File: src/hdl/sbq_pkg.sv
// Shared types, constants and saturation helpers for the stereo biquad filter.
`default_nettype none
package sbq_pkg;

   // Field and datapath widths
   localparam int SAMPLE_W  = 24;
   localparam int COEF_W    = 32;
   localparam int DELAY_W   = 48;
   localparam int YR_W      = 32;
   localparam int PROD_W    = 64;
   localparam int PROD_SH   = 11;
   localparam int TERM_W    = PROD_W - PROD_SH;
   localparam int ACC_W     = 56;
   localparam int OUT_SH    = 17;
   localparam int CSR_IDX_W = 3;

   localparam logic signed [DELAY_W-1:0] DELAY_MAX = {1'b0, {(DELAY_W-1){1'b1}}};
   localparam logic signed [DELAY_W-1:0] DELAY_MIN = {1'b1, {(DELAY_W-1){1'b0}}};
   localparam logic signed [SAMPLE_W-1:0] OUT_MAX = {1'b0, {(SAMPLE_W-1){1'b1}}};
   localparam logic signed [SAMPLE_W-1:0] OUT_MIN = {1'b1, {(SAMPLE_W-1){1'b0}}};
   localparam logic signed [DELAY_W:0] ROUND_BIAS = (DELAY_W+1)'(1) << (OUT_SH - 1);

   // Coefficient reset values, Q3.28
   localparam logic signed [COEF_W-1:0] COEF_B0_RST = 32'sh1000_0000;
   localparam logic signed [COEF_W-1:0] COEF_ZERO_RST = '0;

   // Configuration register indexes
   localparam logic [CSR_IDX_W-1:0] CSR_COEF_B0 = 3'd0;
   localparam logic [CSR_IDX_W-1:0] CSR_COEF_B1 = 3'd1;
   localparam logic [CSR_IDX_W-1:0] CSR_COEF_B2 = 3'd2;
   localparam logic [CSR_IDX_W-1:0] CSR_COEF_A1 = 3'd3;
   localparam logic [CSR_IDX_W-1:0] CSR_COEF_A2 = 3'd4;

   typedef struct packed {
      logic signed [SAMPLE_W-1:0] left_sample;
      logic signed [SAMPLE_W-1:0] right_sample;
   } req_type;

   typedef struct packed {
      logic signed [SAMPLE_W-1:0] left_out;
      logic signed [SAMPLE_W-1:0] right_out;
   } rsp_type;

   // Which product the multiplier forms this cycle
   typedef enum logic [2:0] {
      MUL_B0X,
      MUL_B1X,
      MUL_B2X,
      MUL_A1Y,
      MUL_A2Y
   } mul_sel_type;

   typedef enum logic [2:0] {
      ST_IDLE,
      ST_MB0,
      ST_Y,
      ST_RND,
      ST_MA1,
      ST_S0,
      ST_S1,
      ST_OUT
   } state_type;

   // Commands from controller to datapath
   typedef struct packed {
      logic        capture;
      mul_sel_type mul_sel;
      logic        load_prod;
      logic        load_y;
      logic        load_rnd;
      logic        load_acc1;
      logic        write_s0;
      logic        write_s1;
      logic        load_out;
   } cmd_type;

   // Clamp a wide sum to a delay word
   function automatic logic signed [DELAY_W-1:0] sat_delay(input logic signed [ACC_W-1:0] v);
      logic signed [DELAY_W-1:0] r;
      if ((&v[ACC_W-1:DELAY_W-1]) || !(|v[ACC_W-1:DELAY_W-1])) begin
         r = v[DELAY_W-1:0];
      end else if (v[ACC_W-1]) begin
         r = DELAY_MIN;
      end else begin
         r = DELAY_MAX;
      end
      return r;
   endfunction

   // Clamp the rounded feedback value to an output sample
   function automatic logic signed [SAMPLE_W-1:0] sat_out(input logic signed [YR_W-1:0] v);
      logic signed [SAMPLE_W-1:0] r;
      if ((&v[YR_W-1:SAMPLE_W-1]) || !(|v[YR_W-1:SAMPLE_W-1])) begin
         r = v[SAMPLE_W-1:0];
      end else if (v[YR_W-1]) begin
         r = OUT_MIN;
      end else begin
         r = OUT_MAX;
      end
      return r;
   endfunction

endpackage
`default_nettype wire

File: src/hdl/sbq_ctrl.sv
// Controller: sequences the multiply-add steps and runs both handshakes.
`default_nettype none
module sbq_ctrl (
   input  wire logic         clock,
   input  wire logic         reset,
   input  wire logic         req_valid,
   output logic              req_stall,
   output logic              rsp_valid,
   input  wire logic         rsp_stall,
   output sbq_pkg::cmd_type  cmd
);
   import sbq_pkg::*;

   state_type state_ff, state_in;
   logic      rsp_valid_ff, rsp_valid_in;
   logic      out_free;

   // Output register can take a word when empty or being drained
   assign out_free = !rsp_valid_ff || !rsp_stall;

   always_ff @(posedge clock) begin
      if (reset) begin
         state_ff     <= ST_IDLE;
         rsp_valid_ff <= 1'b0;
      end else begin
         state_ff     <= state_in;
         rsp_valid_ff <= rsp_valid_in;
      end
   end

   // Next state and datapath commands
   always_comb begin
      state_in      = state_ff;
      req_stall     = 1'b1;
      cmd.capture   = 1'b0;
      cmd.mul_sel   = MUL_B0X;
      cmd.load_prod = 1'b0;
      cmd.load_y    = 1'b0;
      cmd.load_rnd  = 1'b0;
      cmd.load_acc1 = 1'b0;
      cmd.write_s0  = 1'b0;
      cmd.write_s1  = 1'b0;
      cmd.load_out  = 1'b0;
      case (state_ff)
         ST_IDLE: begin
            req_stall = 1'b0;
            if (req_valid) begin
               cmd.capture = 1'b1;
               state_in    = ST_MB0;
            end
         end
         ST_MB0: begin
            cmd.mul_sel   = MUL_B0X;
            cmd.load_prod = 1'b1;
            state_in      = ST_Y;
         end
         ST_Y: begin
            cmd.load_y    = 1'b1;
            cmd.mul_sel   = MUL_B1X;
            cmd.load_prod = 1'b1;
            state_in      = ST_RND;
         end
         ST_RND: begin
            cmd.load_rnd  = 1'b1;
            cmd.mul_sel   = MUL_B2X;
            cmd.load_prod = 1'b1;
            state_in      = ST_MA1;
         end
         ST_MA1: begin
            cmd.load_acc1 = 1'b1;
            cmd.mul_sel   = MUL_A1Y;
            cmd.load_prod = 1'b1;
            state_in      = ST_S0;
         end
         ST_S0: begin
            cmd.write_s0  = 1'b1;
            cmd.mul_sel   = MUL_A2Y;
            cmd.load_prod = 1'b1;
            state_in      = ST_S1;
         end
         ST_S1: begin
            cmd.write_s1 = 1'b1;
            if (out_free) begin
               cmd.load_out = 1'b1;
               state_in     = ST_IDLE;
            end else begin
               state_in = ST_OUT;
            end
         end
         ST_OUT: begin
            if (out_free) begin
               cmd.load_out = 1'b1;
               state_in     = ST_IDLE;
            end
         end
         default: begin
            state_in = ST_IDLE;
         end
      endcase
   end

   // Hold the result word until taken
   always_comb begin
      if (cmd.load_out) begin
         rsp_valid_in = 1'b1;
      end else if (!rsp_stall) begin
         rsp_valid_in = 1'b0;
      end else begin
         rsp_valid_in = rsp_valid_ff;
      end
   end

   assign rsp_valid = rsp_valid_ff;

endmodule
`default_nettype wire

File: config.mk
export PLATFORM = sky130hd
export DESIGN_NAME = sbq_ctrl
export DESIGN_NICKNAME = d
export VERILOG_FILES = /design/src/hdl/sbq_pkg.sv /design/src/hdl/sbq_ctrl.sv
export SDC_FILE = /design/constraint.sdc
export NUM_CORES = 1
export LEC_CHECK = 0
export BUFFER_PORTS_ARGS = -buffer_cell sky130_fd_sc_hd__buf_4
export CAP_MARGIN = 20
export CORE_AREA = 2 2 39 41
export DETAILED_ROUTE_END_ITERATION = 8
export DIE_AREA = 0 0 41 43
export GPL_TIMING_DRIVEN = 0
export PLACE_DENSITY_LB_ADDON = 0.3
export REMOVE_ABC_BUFFERS = 1
export SLEW_MARGIN = 20
export SYNTH_ARGS = -nofsm -noshare
export SYNTH_HDL_FRONTEND = slang
export SYNTH_SLANG_ARGS = --single-unit
File: constraint.sdc
create_clock -name clock -period 2.1 [get_ports clock]
set_clock_uncertainty 0.15 [all_clocks]
set_input_delay 0.21 -clock clock [delete_from_list [all_inputs] [get_ports clock]]
set_output_delay 0.21 -clock clock [all_outputs]
set_load 0.05 [all_outputs]
# [After elaboration in Yosys (flattened, before gate mapping)]
# Index checks and enable logic that the tools add are counted.
[word_totals] ff_bits=4 inputBits=4 output_inout_bits=13 wordCells=35
[op_classes] n_eq_ne=10 muxes=17 n_reduce_logical=6
[op_table] operator="3-bit case mux with 8 select lines" count=1
[op_table] operator="4-bit case mux with 5 select lines" count=1
[op_table] operator="3-bit == test (second input constant)" count=4
[op_table] operator="1-bit 2-to-1 mux" count=12
[op_table] operator="3-bit 2-to-1 mux" count=3
[op_table] operator="3-bit by 2-bit == test with 1-bit output (second input constant)" count=2
[op_table] operator="2-bit != test (second input constant)" count=2
[op_table] operator="3-bit by 1-bit == test with 1-bit output (second input constant)" count=1
[op_table] operator="3-bit logical NOT" count=1
[op_table] operator="1-bit logical NOT" count=2
[op_table] operator="2-bit by 1-bit != test with 1-bit output (second input constant)" count=1
[op_table] operator="2-bit AND reduction" count=1
[op_table] operator="2-bit OR reduction" count=1
[op_table] operator="1-bit logical OR" count=1

# [Depth between registers and ports, before layout]
[logic_depth] depth_word=5 ltp_mapped=6 ltp_nobuf=5

# [Worst setup path after synthesis]
# Ideal clock, no wire load.
[synth_timing] path_kind="flip-flop to output port" from="reg state_ff[1]" to="out cmd[7] in the netlist's numbering" arrival_ns=2.238 t_required_ns=1.740 slack_ns=-0.498 stages_incl_launch_ff=5 path_buffers=1 path_cell_list="dfxtp_1 -> buf_6 -> inv_2 -> nor3_1 -> o21a_1"
[synth_rtl] item="from (decl)" line="sbq_ctrl.sv:14" source="state_type state_ff, state_in;"
[synth_rtl] item="from (signal assigned)" line="sbq_ctrl.sv:26" source="state_ff <= state_in;"
[synth_rtl] item="to (decl)" line="sbq_ctrl.sv:10" source="output sbq_pkg::cmd_type cmd"

==> results <==
- The boundary pin count is 17.
- The worst hold path passes through 2 cells.
- Setup repair after global routing left no endpoint under its margin.
- The fraction of registers with async set or reset after synthesis is 0.
- The worst flop-to-flop path startpoint is state_ff[1].
- The power per unit of standard cell area is between 400 and 500 nW/um^2.
- The required time at the worst-slack endpoint is around 1700 ps.
- The final setup violation count is 0.
- The total congestion overflow is 0.
- Static timing analysis puts the maximum clock frequency at between 500 and 600 MHz.
- The end point of the critical path is cmd[7].
- STA classifies the critical path startpoint as a flip-flop.
- The number of nets with antenna violations after detailed routing is 0.
- The critical path crosses 5 cells after its start point.
- The initial DRC count is 4.
- The post-detailed-route DRC marker count is 0.
- In this run the static leakage power is 0.000227 uW.
- The number of pins with negative max-slew slack in the final report was 0.
- The starting density of the core is 0.298.
- Of all nets on the critical path, the largest fanout is 12.
- The critical path's largest stage delay is 500 ps.
- Compared with the post-synthesis result, the final layout area differs by 27.9%.
- The routed wire length is 807 microns.
- The number of buffer cells added on primary ports is 16.
- The first global-routing pass estimated roughly 1200 microns of wire.
- The post-layout utilization of the core is 0.382.
- The run finished with clean final reports.
- Across the whole layout, storage elements account for about 81 sq um.
- The final-report hold violation count came to 0.
- The number of antenna violations at the first check in global routing is 0.
- The area of the mapped netlist is approximately 410 sq um.
- The final weighted congestion in routability-driven placement is 0.697.
- The floorplan step set the die width to 41 microns.
- By startpoint and endpoint, the worst setup path is classified as reg -> out.
- The first TritonRoute pass finished after 4 iterations.
- After clock tree synthesis, the clock-pin slew on the worst setup and hold paths is around 40 ps.
- The die area is 1760 sq um.
- The clock drives 4 sinks.
- The worst register-to-register path ends at state_ff[0].
- The clock root buffer is sky130_fd_sc_hd__clkbuf_4.
- The filler cells instantiated in the layout total between 150 and 200.
- The post-route clock period utilization is 0.939.
- The post-layout net count is 70.
- For the pin with the worst max-slew slack, the measured transition is between 400 and 500 ps.
- The die height is 43 microns.
- The highest ir drop seen on vdd is about 0.00039 V.
- CTS built an H-tree with a depth of 1.
- Buffers inserted during clock tree synthesis total 3.
- The number of warnings printed during yosys synthesis is 0.
- TritonCTS built the clock tree.
- The least setup slack across all paths after layout is 128 ps.
- The largest net degree at the start of global routing is 13.
- Data on the critical path arrives at its endpoint at ~1600 ps.
- The half-perimeter wire length after placement is ~630 microns.
- The repair_antennas step left the layout with diodes totalling 0.
- The commonest cells after synthesis are sky130_fd_sc_hd__dfxtp_1, sky130_fd_sc_hd__nor2_1, sky130_fd_sc_hd__buf_6, sky130_fd_sc_hd__ha_1, sky130_fd_sc_hd__nor3_1.
- Across all layers, the routed design uses roughly 390 vias.
- The min-delay analysis places its worst path in the category in -> reg.
- The number of vias per cell after detailed routing is 5.01.
- The critical path starts at state_ff[1].
- The cell family contributing the most delay on the critical path is flip-flops.
- The mean routed wirelength per cell is 10.5 microns.
- Across the run, the number of max-cap violations was 0.
- Prior to clock tree synthesis, the placed netlist has a worst setup slack of about 150 ps.
- The cell with the biggest individual delay on the critical path is sky130_fd_sc_hd__dfxtp_2.
- The number of different library cells used by synthesis comes to 27.
- The latest clock arrival within the worst-skew pair is between 200 and 250 ps.
- Synthesis produced 47 cells.
- The clock period minus final worst setup slack is ~2000 ps.
- The number of synthesized register bits is 4.
- The aggregate global-route resource usage is 0.0964.
- The via count of the first global-routing pass is between 200 and 300.
- After floorplanning, the core was sized to cover between 1000 and 1500 sq um.
- The area used by multi-input combinational logic is approximately 270 sq um.
- The number of enable flip-flop cells after synthesis is 0.
- The most used flip-flop cell after synthesis is sky130_fd_sc_hd__dfxtp_1.
- The relative slew slack is 0.701.
- Counting cells, the worst reg-to-reg path comes to 5.
- Counting along the longest clock path gives a buffer depth of 2.
- The largest total area in the synthesized netlist belongs to sky130_fd_sc_hd__dfxtp_1.
- The setup check on the worst reg-to-reg path leaves a slack of about 400 ps.
- Of the synthesized area, sequential elements account for 0.194.
- Of the cells placed in the final design, the portion with a size suffix greater than 1 is 0.443.
- After synthesis, the cell types taking the most area are sky130_fd_sc_hd__dfxtp_1, sky130_fd_sc_hd__ha_1, sky130_fd_sc_hd__buf_6, sky130_fd_sc_hd__nor4_4, sky130_fd_sc_hd__nor3b_4.
- The total buffers and inverters traversed by the critical path is 2.
- The total number of placement rows is 14.
- The mean area per synthesized cell is ~8.8 sq um.
- Overall power consumption after layout is estimated at roughly 250 uW.
- The signal on the critical path passes through inv_2 > ha_1 > o21ai_1 > o21a_1 > buf_4.
- The kind of end point of the critical path is an output port.
- Of the post-synthesis cell area, the dominant cell type holds 0.194.
power by group:
part           internal, uW  leakage [uW]  switching (uW)  total, uW
logic                  26.1      0.000180            43.5       69.7
registers              78.9     0.0000330            8.88       87.8
clock network          63.8     0.0000138            29.0       92.8
total                   169      0.000227            81.4        250
worst reg2reg max path: stages (launching register included):
cell,delay (ps)
sky130_fd_sc_hd__dfxtp_2,500
sky130_fd_sc_hd__inv_2,120
sky130_fd_sc_hd__ha_1,240
sky130_fd_sc_hd__nor3_1,230
sky130_fd_sc_hd__o21ai_2,110
sky130_fd_sc_hd__a311oi_2,260
metal layers:
metal,global-route usage,share of wire
met5,0,0
met4,0,0
met3,0.0471,0.10
met2,0.131,0.42
met1,0.145,0.48
flip-flops by register name, summed over array words and instances (netlist names):
signal	count
rsp_valid	1
state_ff	3
per-stage QoR:
| stage | instances | TNS (ps) | hold WS [ps] | area [sq um] |
|---|---|---|---|---|
| after CTS | 77 | 0 | 20.6 | 528 |
| after floorplan | 42 | -1140 | 128 | 364 |
| after detailed placement | 74 | 0 | 267 | 504 |
| after global placement | 74 | 0 | 267 | 504 |
| after global routing | 77 | 0 | 22.6 | 528 |
| final | 77 | 0 | 29.0 | 528 |
kinds of logic after synthesis:
logic type,share of synthesized area
DFF,0.194
AOI/OAI and AO/OA,0.242
and+or+nand+nor,0.327
adders and majority gates,0.0909
buffers and inverters,0.145
cell type report:
class / count / area share
flip-flops and latches: 4 / 0.154
inverters: 3 / 0.0213
well taps: 16 / 0.0379
repair buffers: 16 / 0.227
clock buffers: 3 / 0.0427
multi-input cells: 35 / 0.517
cells in the final DEF, fill, tap and decap left out:
cell type	count
sky130_fd_sc_hd__nor3b_4	1
sky130_fd_sc_hd__clkbuf_4	3
sky130_fd_sc_hd__a31o_1	2
sky130_fd_sc_hd__o21ai_1	2
sky130_fd_sc_hd__nor3b_1	1
sky130_fd_sc_hd__nor4_4	1
sky130_fd_sc_hd__a311oi_2	1
sky130_fd_sc_hd__dfxtp_1	3
sky130_fd_sc_hd__nand2_1	1
sky130_fd_sc_hd__nor2_2	1
sky130_fd_sc_hd__nand4b_1	1
sky130_fd_sc_hd__inv_2	1
sky130_fd_sc_hd__nor2_1	4
sky130_fd_sc_hd__o21ai_2	1
sky130_fd_sc_hd__ha_1	3
sky130_fd_sc_hd__and3_1	2
sky130_fd_sc_hd__a31oi_1	1
sky130_fd_sc_hd__nand2b_1	2
sky130_fd_sc_hd__buf_4	16
sky130_fd_sc_hd__dfxtp_2	1
sky130_fd_sc_hd__nor3_1	3
sky130_fd_sc_hd__a21oi_1	2
sky130_fd_sc_hd__inv_1	2
sky130_fd_sc_hd__nand4_1	1
sky130_fd_sc_hd__a21boi_0	2
sky130_fd_sc_hd__o21a_1	1
sky130_fd_sc_hd__o21ba_2	1
sky130_fd_sc_hd__or2b_1	1
repair_timing:
action / CTS / global route
hold buffers: 0 / 0
buffers inserted: 0 / 0
gates resized for setup: 1 / 0
setup endpoints to repair: 3 / 0
worst min-delay path by stage:
| stage | end | start |
|---|---|---|
| 2_1_floorplan | state_ff[0] | reset |
| 5_1_grt | state_ff[0] | reset |
| 4_1_cts | state_ff[0] | reset |
| 6_report | state_ff[0] | reset |
| 3_5_place_dp | state_ff[0] | reset |
| 3_3_place_gp | state_ff[0] | reset |
No activity file was read; power rests on OpenSTA's default activity.
